## config.mk

```make
export PLATFORM = sky130hd
export DESIGN_NAME = vns_div_cell
export DESIGN_NICKNAME = d
export VERILOG_FILES = /design/src/design/vns_pkg.sv /design/src/design/vns_div_cell.sv
export SDC_FILE = /design/constraint.sdc
export NUM_CORES = 1
export LEC_CHECK = 0
export ABC_CLOCK_PERIOD_IN_PS = 950
export CAP_MARGIN = 20
export CORE_AREA = 2 2 287 289
export CTS_BUF_LIST = sky130_fd_sc_hd__clkbuf_8 sky130_fd_sc_hd__clkbuf_16
export CTS_CLUSTER_DIAMETER = 100
export DETAILED_ROUTE_END_ITERATION = 8
export DIE_AREA = 0 0 289 291
export DONT_BUFFER_PORTS = 1
export PLACE_DENSITY_LB_ADDON = 0.25
export SKIP_CTS_REPAIR_TIMING = 1
export SLEW_MARGIN = 10
export SYNTH_ARGS = -nofsm -noshare
export SYNTH_HDL_FRONTEND = slang
export SYNTH_SLANG_ARGS = --single-unit
```

## constraint.sdc

```tcl
create_clock -name clk_i -period 0.95 [get_ports clk_i]
set_input_delay 0.1425 -clock clk_i [delete_from_list [all_inputs] [get_ports clk_i]]
set_output_delay 0.1425 -clock clk_i [all_outputs]
set_load 0.1 [all_outputs]
```

## src/design/vns_pkg.sv

```systemverilog
// shared widths and the sidecar type for the vector normalize and scale pipeline
package vns_pkg;

  localparam int CW     = 32;          // component width
  localparam int FB     = 16;          // fraction bits
  localparam int SQ_W   = 2 * CW;      // sum of squares width
  localparam int ROOT_W = CW;          // square root width
  localparam int SREM_W = CW + 3;      // square root partial remainder width
  localparam int QW     = FB + 1;      // unit component width, at most 1.0
  localparam int NSQ    = ROOT_W;      // one root bit per cell
  localparam int NDIV   = QW;          // one quotient bit per cell
  localparam int PROD_W = QW + CW;     // unit times target length

  // data that rides along with a transaction through the cell rows
  typedef struct packed {
    logic               vld;
    logic               zero;
    logic               tneg;
    logic [2:0]         neg;
    logic [CW-1:0]      tmag;
    logic [2:0][CW-1:0] mag;
  } side_t;

endpackage

```

## src/design/vns_div_cell.sv

```systemverilog
// one cell of the divider row: one quotient bit for each of the three lanes
module vns_div_cell (
  input  logic                                  clk_i,
  input  logic                                  rst_ni,
  input  logic                                  en_i,
  input  vns_pkg::side_t                        side_i,
  input  logic [vns_pkg::ROOT_W-1:0]            len_i,
  input  logic [2:0][vns_pkg::CW-1:0]           rem_i,
  input  logic [2:0][vns_pkg::QW-1:0]           num_i,
  input  logic [2:0][vns_pkg::QW-1:0]           quo_i,
  output vns_pkg::side_t                        side_o,
  output logic [vns_pkg::ROOT_W-1:0]            len_o,
  output logic [2:0][vns_pkg::CW-1:0]           rem_o,
  output logic [2:0][vns_pkg::QW-1:0]           num_o,
  output logic [2:0][vns_pkg::QW-1:0]           quo_o
);

  logic [2:0][vns_pkg::CW:0]   part;
  logic [2:0][vns_pkg::CW:0]   diff;
  logic [2:0]                  ge;
  logic [2:0][vns_pkg::CW-1:0] rem_d;
  logic [2:0][vns_pkg::QW-1:0] quo_d;

  vns_pkg::side_t              side_q;
  logic [vns_pkg::ROOT_W-1:0]  len_q;
  logic [2:0][vns_pkg::CW-1:0] rem_q;
  logic [2:0][vns_pkg::QW-1:0] num_q;
  logic [2:0][vns_pkg::QW-1:0] quo_q;

  always_comb begin
    for (int i = 0; i < 3; i++) begin
      part[i]  = {rem_i[i], num_i[i][vns_pkg::QW-1]};
      diff[i]  = part[i] - {1'b0, len_i};
      ge[i]    = (part[i] >= {1'b0, len_i});
      rem_d[i] = ge[i] ? diff[i][vns_pkg::CW-1:0] : part[i][vns_pkg::CW-1:0];
      quo_d[i] = {quo_i[i][vns_pkg::QW-2:0], ge[i]};
    end
  end

  always_ff @(posedge clk_i or negedge rst_ni) begin
    if (!rst_ni) begin
      side_q <= '0;
    end else if (en_i) begin
      side_q <= side_i;
    end
  end

  always_ff @(posedge clk_i) begin
    if (en_i) begin
      len_q <= len_i;
      rem_q <= rem_d;
      quo_q <= quo_d;
      for (int i = 0; i < 3; i++) begin
        num_q[i] <= {num_i[i][vns_pkg::QW-2:0], 1'b0};
      end
    end
  end

  assign side_o = side_q;
  assign len_o  = len_q;
  assign rem_o  = rem_q;
  assign num_o  = num_q;
  assign quo_o  = quo_q;

endmodule

```

==> impl_metrics.json <==
{
  "status": "complete, but fails checks",
  "violations": "negative hold slack, max-slew violations, negative setup slack",
  "grt_pass1_wl_um": 109000,
  "hold_violations": 163,
  "start_util_pct": 22.7,
  "required_ns": 1.27,
  "die_area_um2": 84100,
  "vias_per_cell": 4.48,
  "cts_max_path_buffers": 3,
  "syn_area_um2": 18500,
  "critPathKind": "in2reg",
  "r2r-end": "side_o[36]",
  "worst-path-max-fanout": 6,
  "num_io_pins": 731,
  "cts.htree.levels": 2,
  "wl_met1_um": 31600,
  "fin_hold_ws_ns": -0.755,
  "yosys.area.top_type_share_pct": 36.9,
  "synth-seq-area-share_pct": 55.1,
  "fmax_mhz": 430,
  "p_sw_mw": 27.7,
  "crit_cells": 14,
  "grt_max_degree": 362,
  "worstRegToRegCells": 2,
  "drive_above_1_share_pct": 51.9,
  "met3_wirelength_um": 6850,
  "worstSetupStartpoint": "len_i[4]",
  "cts_tree": "yes",
  "grt_pass1_vias": 15492,
  "critPathCaptureType": "flip-flop",
  "fp.dieH_um": 291,
  "gp_congestion": 0.887,
  "min_path_type": "in2async",
  "yosys_most_used_dff": "edfxtp_1",
  "vias": 16256,
  "syn_area_per_cell_um2": 13.0,
  "core-area_um2": 81200,
  "finalNonFillerCells": 3629,
  "final_area_um2": 36700,
  "worstMarginPinSlew_ns": 2.61,
  "synthCells": 1416,
  "ys_ff_latch": 361,
  "post-route-min-period_ns": 2.32,
  "crit_arrival_ns": 2.65,
  "p_per_area_nw_per_um2": 1910,
  "path_clk_slew_ns": 0.06,
  "ys_warn_count": 0,
  "initialDrtViolationCount": 609,
  "synthTopCellsByCount": "edfxtp_1 (227), mux2_2 (193), dfrtp_1 (134), ha_1 (96), a21oi_1 (94)",
  "internal_power_mw": 42.6,
  "syn2layout_area_growth_pct": 99.0,
  "seqPwrFrac_pct": 29.8,
  "placed_area_um2": 29300,
  "synth_edf_count": 227,
  "worst-r2r-setup-slack_ns": -0.04,
  "peakVddDrop_v": 0.00158,
  "post-route-util_pct": 45.2,
  "insertion_delay_ns": 0.58,
  "die_x_um": 289,
  "rows": 105,
  "ant_nets": 0,
  "pwr-share-clk_pct": 25.7,
  "slowest_delay_ns": 0.33,
  "yosysTopAreaCell": "edfxtp_1",
  "relSlewSlack_pct": -74.3,
  "dp_cells": 3150,
  "crit_slowest_cell": "o31ai_4",
  "ys_top_cells_by_area": "edfxtp_1 (37%), dfrtp_1 (18%), mux2_2 (12%), ha_1 (6.5%), xnor2_1 (2.6%)",
  "period_share_pct": 245,
  "power_leakage_nw": 15.2,
  "wl_um": 87000,
  "worstPathCellList": "inv_8 -> buf_6 -> ha_4 -> nand3_4 -> o21bai_4 -> a21oi_4 -> o31ai_4 -> o31ai_4 -> a31oi_4 -> o311ai_4 -> buf_12 -> buf_4 -> buf_12 -> mux2_4",
  "portBuffers": 0,
  "nets": 2982,
  "routed-wl-met2_um": 45100,
  "antenna_found_initial": 10,
  "top_layer_used": "met5",
  "cts.sinks": 361,
  "route.detailed.drc": 0,
  "rsz0062_at_grt": "true",
  "cap_violations": 0,
  "setup_viol_count_final": 760,
  "synth_most_common_cell": "edfxtp_1",
  "crit_path_start_kind": "input pin",
  "crit_buf_inv": 5,
  "async_flop_share_pct": 37.1,
  "firstDrtPassIters": 5,
  "cts_made_buffers": 48,
  "grt_overflow": 0,
  "setup_ws_ns": -1.37,
  "cts_root_buf": "clkbuf_16",
  "dpl.hpwl_um": 63500,
  "ys_types": 74,
  "grt_use_total_pct": 17.7,
  "timing.rr.start": "side_o[36]",
  "slew_viol_final": 278,
  "crit_family": "compound AO/OA/AOI/OAI gates",
  "skew_ns": 0,
  "switching_share_pct": 39.4,
  "combPwrFrac_pct": 44.4,
  "wl_per_cell_um": 24.0
}
[kinds of logic (layout without fill, tap and decap cells)]
kind of cell | count (synthesis) | count (layout) | synth area share [%]
fa+ha+maj | 99 | 99 | 6.83
buf+inv | 107 | 1242 | 2.75
xor+xnor | 82 | 82 | 3.89
compound gates | 305 | 305 | 10.9
other cells | 1 | 9 | 0.0203
flops | 361 | 361 | 55.1
mux | 227 | 227 | 14.2
simple gates | 234 | 234 | 6.24
[area by class of cell]
cell class / count / area (µm²)
clock buffers: 51 / 1260
flip-flops and latches: 361 / 10700
repair buffers: 1099 / 14000
inverters: 56 / 312
clock inverters: 36 / 308
well taps: 1070 / 1340
multi-input cells: 950 / 8820
fillers: 7068 / 44500
diodes: 6 / 15.0
[power groups by stage]
| stage | clock network [mW] | registers [mW] | logic (mW) |
|---|---|---|---|
| 6_report | 18.1 | 20.9 | 31.2 |
| 5_1_grt | 19.2 | 21.1 | 32.2 |
| 4_1_cts | 18.6 | 20.7 | 27.9 |
| 3_5_place_dp | 0 | 20.9 | 27.8 |
| 3_3_place_gp | 0 | 20.9 | 27.7 |
| 2_1_floorplan | 0 | 32.6 | 5.77 |
[worst max-delay path by stage]
stage	slack [ns]	endpoint
after floorplan	-1.83	rem_o[10]
after global placement	-2.13	rem_o[63]
after detailed placement	-2.14	rem_o[63]
after CTS	-1.50	rem_o[63]
after global routing	-1.42	rem_o[60]
final	-1.37	rem_o[36]
[stage by stage]
stage	setup slack (ns)	TNS (ns)	total power, mW
floorplan	-1.83	-196.09	38.4
global placement	-2.13	-191.80	48.7
detailed placement	-2.14	-193.73	48.7
CTS	-1.50	-299.66	67.2
global route	-1.42	-300.14	72.5
finish	-1.37	-452.39	70.2
[state kept, by name, summed over array words and instances, names as in the netlist]
name,flops
len_o,32
num_o,48
quo_o,51
rem_o,96
side_o,134
[per-layer routing]
metal	GRT usage, %	up-vias
li1	-	7515
met1	18.5	8031
met2	32.6	579
met3	6.50	129
met4	5.37	2
met5	0	-
[cells in the final DEF, fill, tap and decap left out, types with 19 or more instances in the layout]
cell and instances:
o21ai_0 38, buf_4 351, a21o_1 45, dlygate4sd3_1 356, clkbuf_16 57, o21bai_1 19
ha_4 32, ha_1 59, xor2_1 27, mux2_2 160, nor2_1 56, edfxtp_1 227
nand2_1 54, mux2_4 60, xnor2_1 55, buf_12 373, a21oi_1 79, inv_1 42
dfrtp_4 134, nand3_1 21
Power figures use the tool's default switching activity.
