==> src/design/vns_pkg.sv <==
// shared widths and the sidecar type for the vector normalize and scale pipeline
package vns_pkg;

  localparam int CW     = 32;          // component width
  localparam int FB     = 16;          // fraction bits
  localparam int SQ_W   = 2 * CW;      // sum of squares width
  localparam int ROOT_W = CW;          // square root width
  localparam int SREM_W = CW + 3;      // square root partial remainder width
  localparam int QW     = FB + 1;      // unit component width, at most 1.0
  localparam int NSQ    = ROOT_W;      // one root bit per cell
  localparam int NDIV   = QW;          // one quotient bit per cell
  localparam int PROD_W = QW + CW;     // unit times target length

  // data that rides along with a transaction through the cell rows
  typedef struct packed {
    logic               vld;
    logic               zero;
    logic               tneg;
    logic [2:0]         neg;
    logic [CW-1:0]      tmag;
    logic [2:0][CW-1:0] mag;
  } side_t;

endpackage

==> src/design/vns_sqrt_cell.sv <==
// one cell of the square root row: settles one root bit from two radicand bits
module vns_sqrt_cell (
  input  logic                       clk_i,
  input  logic                       rst_ni,
  input  logic                       en_i,
  input  vns_pkg::side_t             side_i,
  input  logic [vns_pkg::SQ_W-1:0]   s_i,
  input  logic [vns_pkg::ROOT_W-1:0] root_i,
  input  logic [vns_pkg::SREM_W-1:0] rem_i,
  output vns_pkg::side_t             side_o,
  output logic [vns_pkg::SQ_W-1:0]   s_o,
  output logic [vns_pkg::ROOT_W-1:0] root_o,
  output logic [vns_pkg::SREM_W-1:0] rem_o
);

  logic [vns_pkg::SREM_W-1:0] rem_sh;
  logic [vns_pkg::SREM_W-1:0] trial;
  logic                       ge;

  vns_pkg::side_t             side_q;
  logic [vns_pkg::SQ_W-1:0]   s_q;
  logic [vns_pkg::ROOT_W-1:0] root_q;
  logic [vns_pkg::SREM_W-1:0] rem_q;

  always_comb begin
    rem_sh = {rem_i[vns_pkg::SREM_W-3:0], s_i[vns_pkg::SQ_W-1 -: 2]};
    trial  = {1'b0, root_i, 2'b01};
    ge     = (rem_sh >= trial);
  end

  always_ff @(posedge clk_i or negedge rst_ni) begin
    if (!rst_ni) begin
      side_q <= '0;
    end else if (en_i) begin
      side_q <= side_i;
    end
  end

  always_ff @(posedge clk_i) begin
    if (en_i) begin
      s_q    <= {s_i[vns_pkg::SQ_W-3:0], 2'b00};
      root_q <= {root_i[vns_pkg::ROOT_W-2:0], ge};
      rem_q  <= ge ? (rem_sh - trial) : rem_sh;
    end
  end

  assign side_o = side_q;
  assign s_o    = s_q;
  assign root_o = root_q;
  assign rem_o  = rem_q;

endmodule

==> config.mk <==
export PLATFORM = sky130hd
export DESIGN_NAME = vns_sqrt_cell
export DESIGN_NICKNAME = d
export VERILOG_FILES = /design/src/design/vns_pkg.sv /design/src/design/vns_sqrt_cell.sv
export SDC_FILE = /design/constraint.sdc
export NUM_CORES = 1
export LEC_CHECK = 0
export ABC_AREA = 1
export BUFFER_PORTS_ARGS = -buffer_cell sky130_fd_sc_hd__buf_2
export CAP_MARGIN = 20
export CORE_AREA = 2 2 209 211
export DETAILED_ROUTE_END_ITERATION = 12
export DIE_AREA = 0 0 211 213
export PLACE_DENSITY = 0.62
export SETUP_SLACK_MARGIN = 0.4
export SLEW_MARGIN = 20
export SYNTH_ARGS = -nofsm -noshare
export SYNTH_HDL_FRONTEND = slang
export SYNTH_SLANG_ARGS = --single-unit
==> constraint.sdc <==
create_clock -name clk_i -period 1 [get_ports clk_i]
set_input_delay 0.05 -clock clk_i [delete_from_list [all_inputs] [get_ports clk_i]]
set_output_delay 0.05 -clock clk_i [all_outputs]
set_load 0.005 [all_outputs]
==> results.md, run 1 <==
* Max-cap violations at 0
* Netlist Area Pre-Place at 11,900 um^2
* Synth Register Bits at 263
* TritonCTS Buffers at 29
* Detailed-route wire length at 55,400 um
* Worst-case vdd ir drop at 1560 uV
* Top cell type's share of synthesized area at 32.4%
* Mean cell area of the mapped netlist at 11.1 um^2
* Synthesized netlist cell count at 1,073
* Violated checks: hold timing, setup timing
* Total congestion overflow after global routing at 0
* First-pass GRT wire length at 73,800 um
* Post-synthesis to final-layout area growth at 92.6%
* Core Box Area at 42,700 um^2
* Pre-Repair DR Iteration Count at 5
* Master cell of the clock root buffer: sky130_fd_sc_hd__clkbuf_16
* Initial Utilization at 28.0%
* Total number of nets in the final design at 2,444
* Most area-consuming cells after synthesis: sky130_fd_sc_hd__edfxtp_1, sky130_fd_sc_hd__dfrtp_1, sky130_fd_sc_hd__mux2_2
* Hold Crit Start: rem_i[23]
* Start-to-end type of the worst setup path: in -> reg
* Required @ worst endpoint at 1.33 ns
* DR iter-0 viols at 782
* Launching point of the worst reg2reg path: side_o[26]
* Ratio of cells with drive above 1 in the final layout at 54.3%
* Maximum fanout count along the critical path at 5
* Final ANT Viol Nets at 0
* Crit path DAT at 1.69 ns
* Chip Height at 213 um
* Clock-pin slew on the worst setup and hold paths at 0.06 ns
* Worst Hold Slack at -0.0886 ns
* Number of enable-type register cells in the synthesized netlist at 129
* Drc violations at 0
* Total track usage at 21.7%
* Sequential share of the synthesized area at 60.5%
* Clock latency on the worst-skew pair at 0.56 ns
* Yosys top cell by area: sky130_fd_sc_hd__edfxtp_1
* Async set-or-reset flop fraction in the synthesized netlist at 51.0%
* CP Capture Type: flip-flop
* Largest net degree at the start of global routing at 35
* Top_reg_cell synth: sky130_fd_sc_hd__dfrtp_1
* Yosys warns at 0
* Clock skew after layout at 0 ns
* Worst min-delay path class: in -> reg
* DR vias/cell at 4.57
* Placer's final routability congestion estimate at 0.919
* Die Wd at 211 um
* Leakage power at 11.3 nW
* Number of inserted filler cells in the final layout at 3,544
* Most repeated cell in the gate-level netlist after synthesis: sky130_fd_sc_hd__nand2_1
* Clock tree from TritonCTS: done
* Worst setup path start: root_i[9]
* Synth cell count leaders: sky130_fd_sc_hd__nand2_1, sky130_fd_sc_hd__dfrtp_1, sky130_fd_sc_hd__mux2_2
* Count of clock tree sinks at 263
* Number of placed instances with taps included at 2,277
* FMAX at 736 MHz
* Ratio of final minimum period to clock period at 136%
* Post-Route Utilization at 53.9%
* Worst setup margin at -0.359 ns
* Initial antenna violation count at 10
* Total number of vias at 12,400
* I/O pin count at 533
* Floorplan die area at 44,900 um^2
* Cell row count at 76
* Final hold viol count at 35
* Clock buffer depth at 3
* Final-report setup violation count at 317
* Result of the run: finished, violations left
* Setup crit start kind: input pin
* Yosys cell types at 34
* Period minus WS final at 1.36 ns
* Final HPWL from detailed placement at 35,100 um
* Final-report max-slew violation count at 0
* Power per cell area at 1430 nW/um^2
* Unrepaired setup endpoints after global routing: yes
* H-tree level count at 1
* # port buffers at 528
* Number of buffers added to fix hold violations after cts at 256
* Number of global-route vias before repair at 12,700
* Average wire per standard cell at 20.4 um
* Total chip power at 33.0 mW
* Count of non-filler cells in the finished layout at 2,720
==> final timing paths <==
| path | endpoint | slack [ns] | cells past startpoint |
|---|---|---|---|
| worst max-delay path | rem_o[1] | -0.36 | 14 |
| worst min-delay path | rem_o[25] | -0.09 | 4 |
| worst max register to register | side_o[26] | -0.06 | 3 |
| worst min register to register | side_o[44] | 0.50 | 1 |
| max in group asynchronous | side_o[129] | 0.53 | 3 |
| min in group asynchronous | side_o[43] | -0.02 | 2 |
==> repair_timing <==
item | 4_1_cts | 5_1_grt
endpoints found under the hold margin | 412 | 11
cloned | 6 | 0
pin swaps | 16 | 36
setup buffers | 59 | 59
resized for setup | 112 | 211
endpoints found under the setup margin | 433 | 433
==> per-stage QoR <==
stage / instance area [um^2] / TNS, ns / hold slack [ns] / setup slack (ns)
after global placement: 17300 / -37.80 / -0.0247 / -1.07
final: 23000 / -51.15 / -0.0886 / -0.359
after global routing: 23000 / -62.44 / -0.0872 / -0.417
after detailed placement: 17300 / -38.33 / -0.0254 / -1.08
after CTS: 21800 / -57.47 / -0.120 / -0.374
after floorplan: 13100 / -20.20 / -0.246 / -0.589
==> state kept, by name, summed over array words and instances, names as in the netlist <==
signal	flops
s_o	62
side_o	134
root_o	32
rem_o	35
==> per-layer routing <==
| layer | share of wire, % | track usage [%] | up-vias |
|---|---|---|---|
| li1 | - | - | 5683 |
| met5 | 0.054 | 0 | - |
| met4 | 6.0 | 10.3 | 4 |
| met1 | 37 | 24.0 | 6021 |
| met2 | 51 | 39.9 | 546 |
| met3 | 6.5 | 4.47 | 169 |
==> final cells by class <==
cell class | count | area [um^2] | area share (%)
diodes | 9 | 22.5 | 0.0979
clock buffers | 32 | 758 | 3.30
clock inverters | 22 | 170 | 0.740
inverters | 133 | 538 | 2.34
multi-input cells | 655 | 5380 | 23.4
flip-flops and latches | 263 | 7230 | 31.4
well taps | 546 | 683 | 2.97
repair buffers | 1058 | 8180 | 35.6
repair inverters | 2 | 36.3 | 0.158
==> cells by family after synthesis <==
kind of cell	Yosys count	share of synthesized area [%]
DFF	263	60.5
other	1	0.0314
and+or+nand+nor	425	14.6
muxes	134	12.6
adders and majority gates	34	3.56
xor gates and xnor gates	18	1.32
AOI/OAI and AO/OA	42	1.98
buffers and inverters	156	5.36
==> power by group <==
group / leakage (nW) / switching (mW) / internal [mW] / total, mW
registers: 2.83 / 0.633 / 12.6 / 13.2
logic: 8.05 / 4.03 / 5.12 / 9.15
clock network: 0.462 / 4.62 / 5.98 / 10.6
total: 11.3 / 9.29 / 23.7 / 33.0
==> critical path, stage by stage <==
cell                       delay [ns]
sky130_fd_sc_hd__buf_2           0.10
sky130_fd_sc_hd__inv_2           0.05
sky130_fd_sc_hd__ha_4            0.28
sky130_fd_sc_hd__nand2_2         0.05
sky130_fd_sc_hd__inv_2           0.08
sky130_fd_sc_hd__nand2_4         0.06
sky130_fd_sc_hd__nor3_4          0.13
sky130_fd_sc_hd__nand3b_1        0.18
sky130_fd_sc_hd__nor2_1          0.16
sky130_fd_sc_hd__nor2_2          0.06
sky130_fd_sc_hd__nand2_4         0.08
sky130_fd_sc_hd__buf_12          0.20
sky130_fd_sc_hd__buf_12          0.16
sky130_fd_sc_hd__o21ai_2         0.05
==> placed cells by master, fill, tap and decap left out, drive strengths merged <==
master       netlist  routed
o21a               2       2
edfxtp           129     129
ha                34      34
dfrtp            134     134
conb               1       2
bufbuf             0       1
clkinvlp           0       1
nand4              4       4
clkinv             1      17
a21oi             28      28
a21o               1       1
xnor2              2       2
clkbuf             9      32
nand3b            10      10
nand3             38      38
and2               1       1
inv              132     137
bufinv             0       2
buf               14     801
o21ai              8       8
xor2              16      16
dlygate4sd3        0     256
nand2            311     311
nor3              10      10
o21bai             3       3
mux2             134     134
diode              0       9
nor2              51      51
(Power assumes the default switching activity.)
==> run 2, diff against run 1 <==
Settings changed: CORE_AREA 2 2 209 211 to 3 3 203 205, DIE_AREA 0 0 211 213 to 0 0 206 208, PLACE_DENSITY 0.62 to 0.65.
==> run 2 against run 1 <==
Against the previous run: the flow still finishes with violations (hold timing, setup timing); non-clock buffer count fell by 6; final cell count fell by 1.0%; maximum frequency fell by 7.9%; wire length rose by 1.6%; combinational power rose by 1%; critical path type unchanged; highest routed layer unchanged.
==> results.md, run 2 (synthesis gave the netlist of run 1 again) <==
* Number of inserted filler cells in the final layout at 3,045 (was 3,544)
* Pre-Repair DR Iteration Count at 5 (unchanged)
* Worst setup margin at -0.476 ns (was -0.359 ns)
* Final ANT Viol Nets at 0 (unchanged)
* Total chip power at 33.0 mW (about the same)
* Detailed-route wire length at 56,300 um (was 55,400 um)
* Clock tree from TritonCTS: done (unchanged)
* Cell row count at 73 (was 76)
* TritonCTS Buffers at 30 (was 29)
* Count of clock tree sinks at 263 (unchanged)
* Post-synthesis to final-layout area growth at 92.7% (was 92.6%)
* Start-to-end type of the worst setup path: in -> reg (unchanged)
* Final HPWL from detailed placement at 34,500 um (was 35,100 um)
* Number of placed instances with taps included at 2,246 (was 2,277)
* Violated checks: hold timing, setup timing (unchanged)
* Die Wd at 206 um (was 211 um)
* Setup crit start kind: input pin (unchanged)
* I/O pin count at 533 (unchanged)
* H-tree level count at 1 (unchanged)
* Max-cap violations at 0 (unchanged)
* CP Capture Type: flip-flop (unchanged)
* Worst min-delay path class: in -> reg (unchanged)
* # port buffers at 528 (unchanged)
* Final standard cell area without fillers at 23,000 um^2 (about the same)
* Clock buffer depth at 3 (unchanged)
* Ratio of cells with drive above 1 in the final layout at 54.6% (was 54.3%)
* Master cell of the clock root buffer: sky130_fd_sc_hd__clkbuf_16 (unchanged)
* Largest net degree at the start of global routing at 48 (was 35)
* Total number of nets in the final design at 2,442 (was 2,444)
* Floorplan die area at 42,800 um^2 (was 44,900 um^2)
* Leakage power at 11.4 nW (was 11.3 nW)
* Placer's final routability congestion estimate at 0.920 (was 0.919)
* FMAX at 677 MHz (was 736 MHz)
* Logic depth of the worst register-to-register path at 3 (unchanged)
* Clock latency on the worst-skew pair at 0.56 ns (about the same)
* Area after detailed placement at 17,200 um^2 (was 17,300 um^2)
* Commonest non-fill, non-tap cell in the layout: sky130_fd_sc_hd__buf_2 (unchanged)
* Register-to-register setup slack at -0.06 ns (about the same)
* Flip-flop count of the largest register after layout at 134 (unchanged)
* Capture point of the worst reg-to-reg path: side_o[52] (was side_o[26])
* Total track usage at 23.2% (was 21.7%)
* Total number of vias at 12,500 (was 12,400)
* Drc violations at 0 (unchanged)
* First-pass GRT wire length at 76,300 um (was 73,800 um)
* Worst setup path start: root_i[3] (was root_i[9])
* Final-report setup violation count at 311 (was 317)
* Crit path DAT at 1.80 ns (was 1.69 ns)
* Worst Hold Slack at -0.0963 ns (was -0.0886 ns)
* Clock-pin slew on the worst setup and hold paths at 0.05 ns (was 0.06 ns)
* Core Box Area at 39,600 um^2 (was 42,700 um^2)
* Final hold viol count at 30 (was 35)
* Hold Crit Start: rem_i[27] (was rem_i[23])
* Period minus WS final at 1.48 ns (was 1.36 ns)
* Number of global-route vias before repair at 13,000 (was 12,700)
* Required @ worst endpoint at 1.32 ns (was 1.33 ns)
* Final-report max-slew violation count at 0 (unchanged)
* DR vias/cell at 4.64 (was 4.57)
* Post-Route Setup TNS at -52.27 ns (was -51.15 ns)
* Result of the run: finished, violations left (unchanged)
* Worst-case hold path end point: rem_o[29] (was rem_o[25])
* Initial antenna violation count at 5 (was 10)
* Ratio of final minimum period to clock period at 148% (was 136%)
* Hold depth at 4 (unchanged)
* Clock skew after layout at 0 ns (unchanged)
* Average wire per standard cell at 20.9 um (was 20.4 um)
* DR iter-0 viols at 739 (was 782)
* Count of non-filler cells in the finished layout at 2,692 (was 2,720)
* Power per cell area at 1440 nW/um^2 (was 1430 nW/um^2)
* Unrepaired setup endpoints after global routing: yes (unchanged)
* Initial Utilization at 30.1% (was 28.0%)
* Maximum fanout count along the critical path at 8 (was 5)
* Worst-case vdd ir drop at 1280 uV (was 1560 uV)
* Launching point of the worst reg2reg path: side_o[52] (was side_o[26])
* Chip Height at 208 um (was 213 um)
* Total congestion overflow after global routing at 0 (unchanged)
* Most used cells in the layout excluding fill and tap cells: sky130_fd_sc_hd__buf_2, sky130_fd_sc_hd__dlygate4sd3_1, sky130_fd_sc_hd__nand2_1, sky130_fd_sc_hd__buf_4, sky130_fd_sc_hd__dfrtp_1 (was sky130_fd_sc_hd__buf_2, sky130_fd_sc_hd__dlygate4sd3_1, sky130_fd_sc_hd__nand2_1, sky130_fd_sc_hd__buf_4)
-- run 2: changes by cell type in the layout (fill, tap and decap cells not counted), moves of 5 or more --
cell                      before  now
sky130_fd_sc_hd__nand2_1     246  223
sky130_fd_sc_hd__buf_2       482  468
sky130_fd_sc_hd__nand2_2      50   65
sky130_fd_sc_hd__buf_4       163  171
sky130_fd_sc_hd__inv_4         6   11
sky130_fd_sc_hd__nand2_4      14   23
sky130_fd_sc_hd__nand3_1      24   30
sky130_fd_sc_hd__diode_2       9    4
-- run 2: cell type report --
cell class	count	area, um^2	area share, %
timing repair buffer	1052	8180	35.5
sequential	263	7230	31.4
multi-input combinational	655	5370	23.3
clock buffer	39	815	3.54
tap	525	657	2.85
inverter	133	551	2.39
clock inverter	16	124	0.538
timing repair inverter	5	80.1	0.348
antenna	4	10.0	0.0435
-- run 2: per-stage QoR --
step | setup WS (ns) | utilization, %
after floorplan | -0.589 | -
after global placement | -1.03 | 43.4
after detailed placement | -1.05 | 43.4
after CTS | -0.357 | 54.7
after global routing | -0.540 | 58.1
final | -0.476 | 58.1
-- run 2: critical path: stages --
cell	delay, ns
sky130_fd_sc_hd__buf_2	0.10
sky130_fd_sc_hd__inv_2	0.05
sky130_fd_sc_hd__ha_4	0.30
sky130_fd_sc_hd__nand2_1	0.12
sky130_fd_sc_hd__nor3_2	0.19
sky130_fd_sc_hd__nand3b_1	0.21
sky130_fd_sc_hd__nor2_2	0.18
sky130_fd_sc_hd__nor2_2	0.06
sky130_fd_sc_hd__nand2_4	0.09
sky130_fd_sc_hd__buf_12	0.16
sky130_fd_sc_hd__buf_12	0.12
sky130_fd_sc_hd__inv_12	0.05
sky130_fd_sc_hd__nand2_2	0.06
sky130_fd_sc_hd__nand2_1	0.04
-- run 2: repair_timing --
action                                  CTS  global route
setup buffers                            59            63
resized for setup                       142           212
hold buffers                            254             2
endpoints found under the setup margin  433           433
gates cloned                              6             3
pin swaps                                14            46
hold endpoints to repair                427            53
-- run 2: how the worst max path moves through the flow --
stage,to,slack [ns],cells past startpoint
floorplan,rem_o[26],-0.59,14
global placement,rem_o[20],-1.03,14
detailed placement,rem_o[21],-1.05,14
CTS,rem_o[9],-0.36,15
global route,rem_o[26],-0.54,16
finish,rem_o[26],-0.48,14
-- run 2: layer usage --
layer,wire length [um],GRT usage (%),vias up,part of all wire [%]
met5,11,0,-,0.020
met4,4210,12.8,2,7.5
met3,3960,5.07,200,7.0
met2,27800,41.4,585,49
met1,20300,25.5,6038,36
li1,-,-,5666,-
-- run 2: power breakdown --
group	internal, mW	total [mW]	switching (mW)
logic	5.15	9.26	4.12
registers	12.6	13.2	0.623
clock network	5.99	10.6	4.60
total	23.7	33.0	9.34
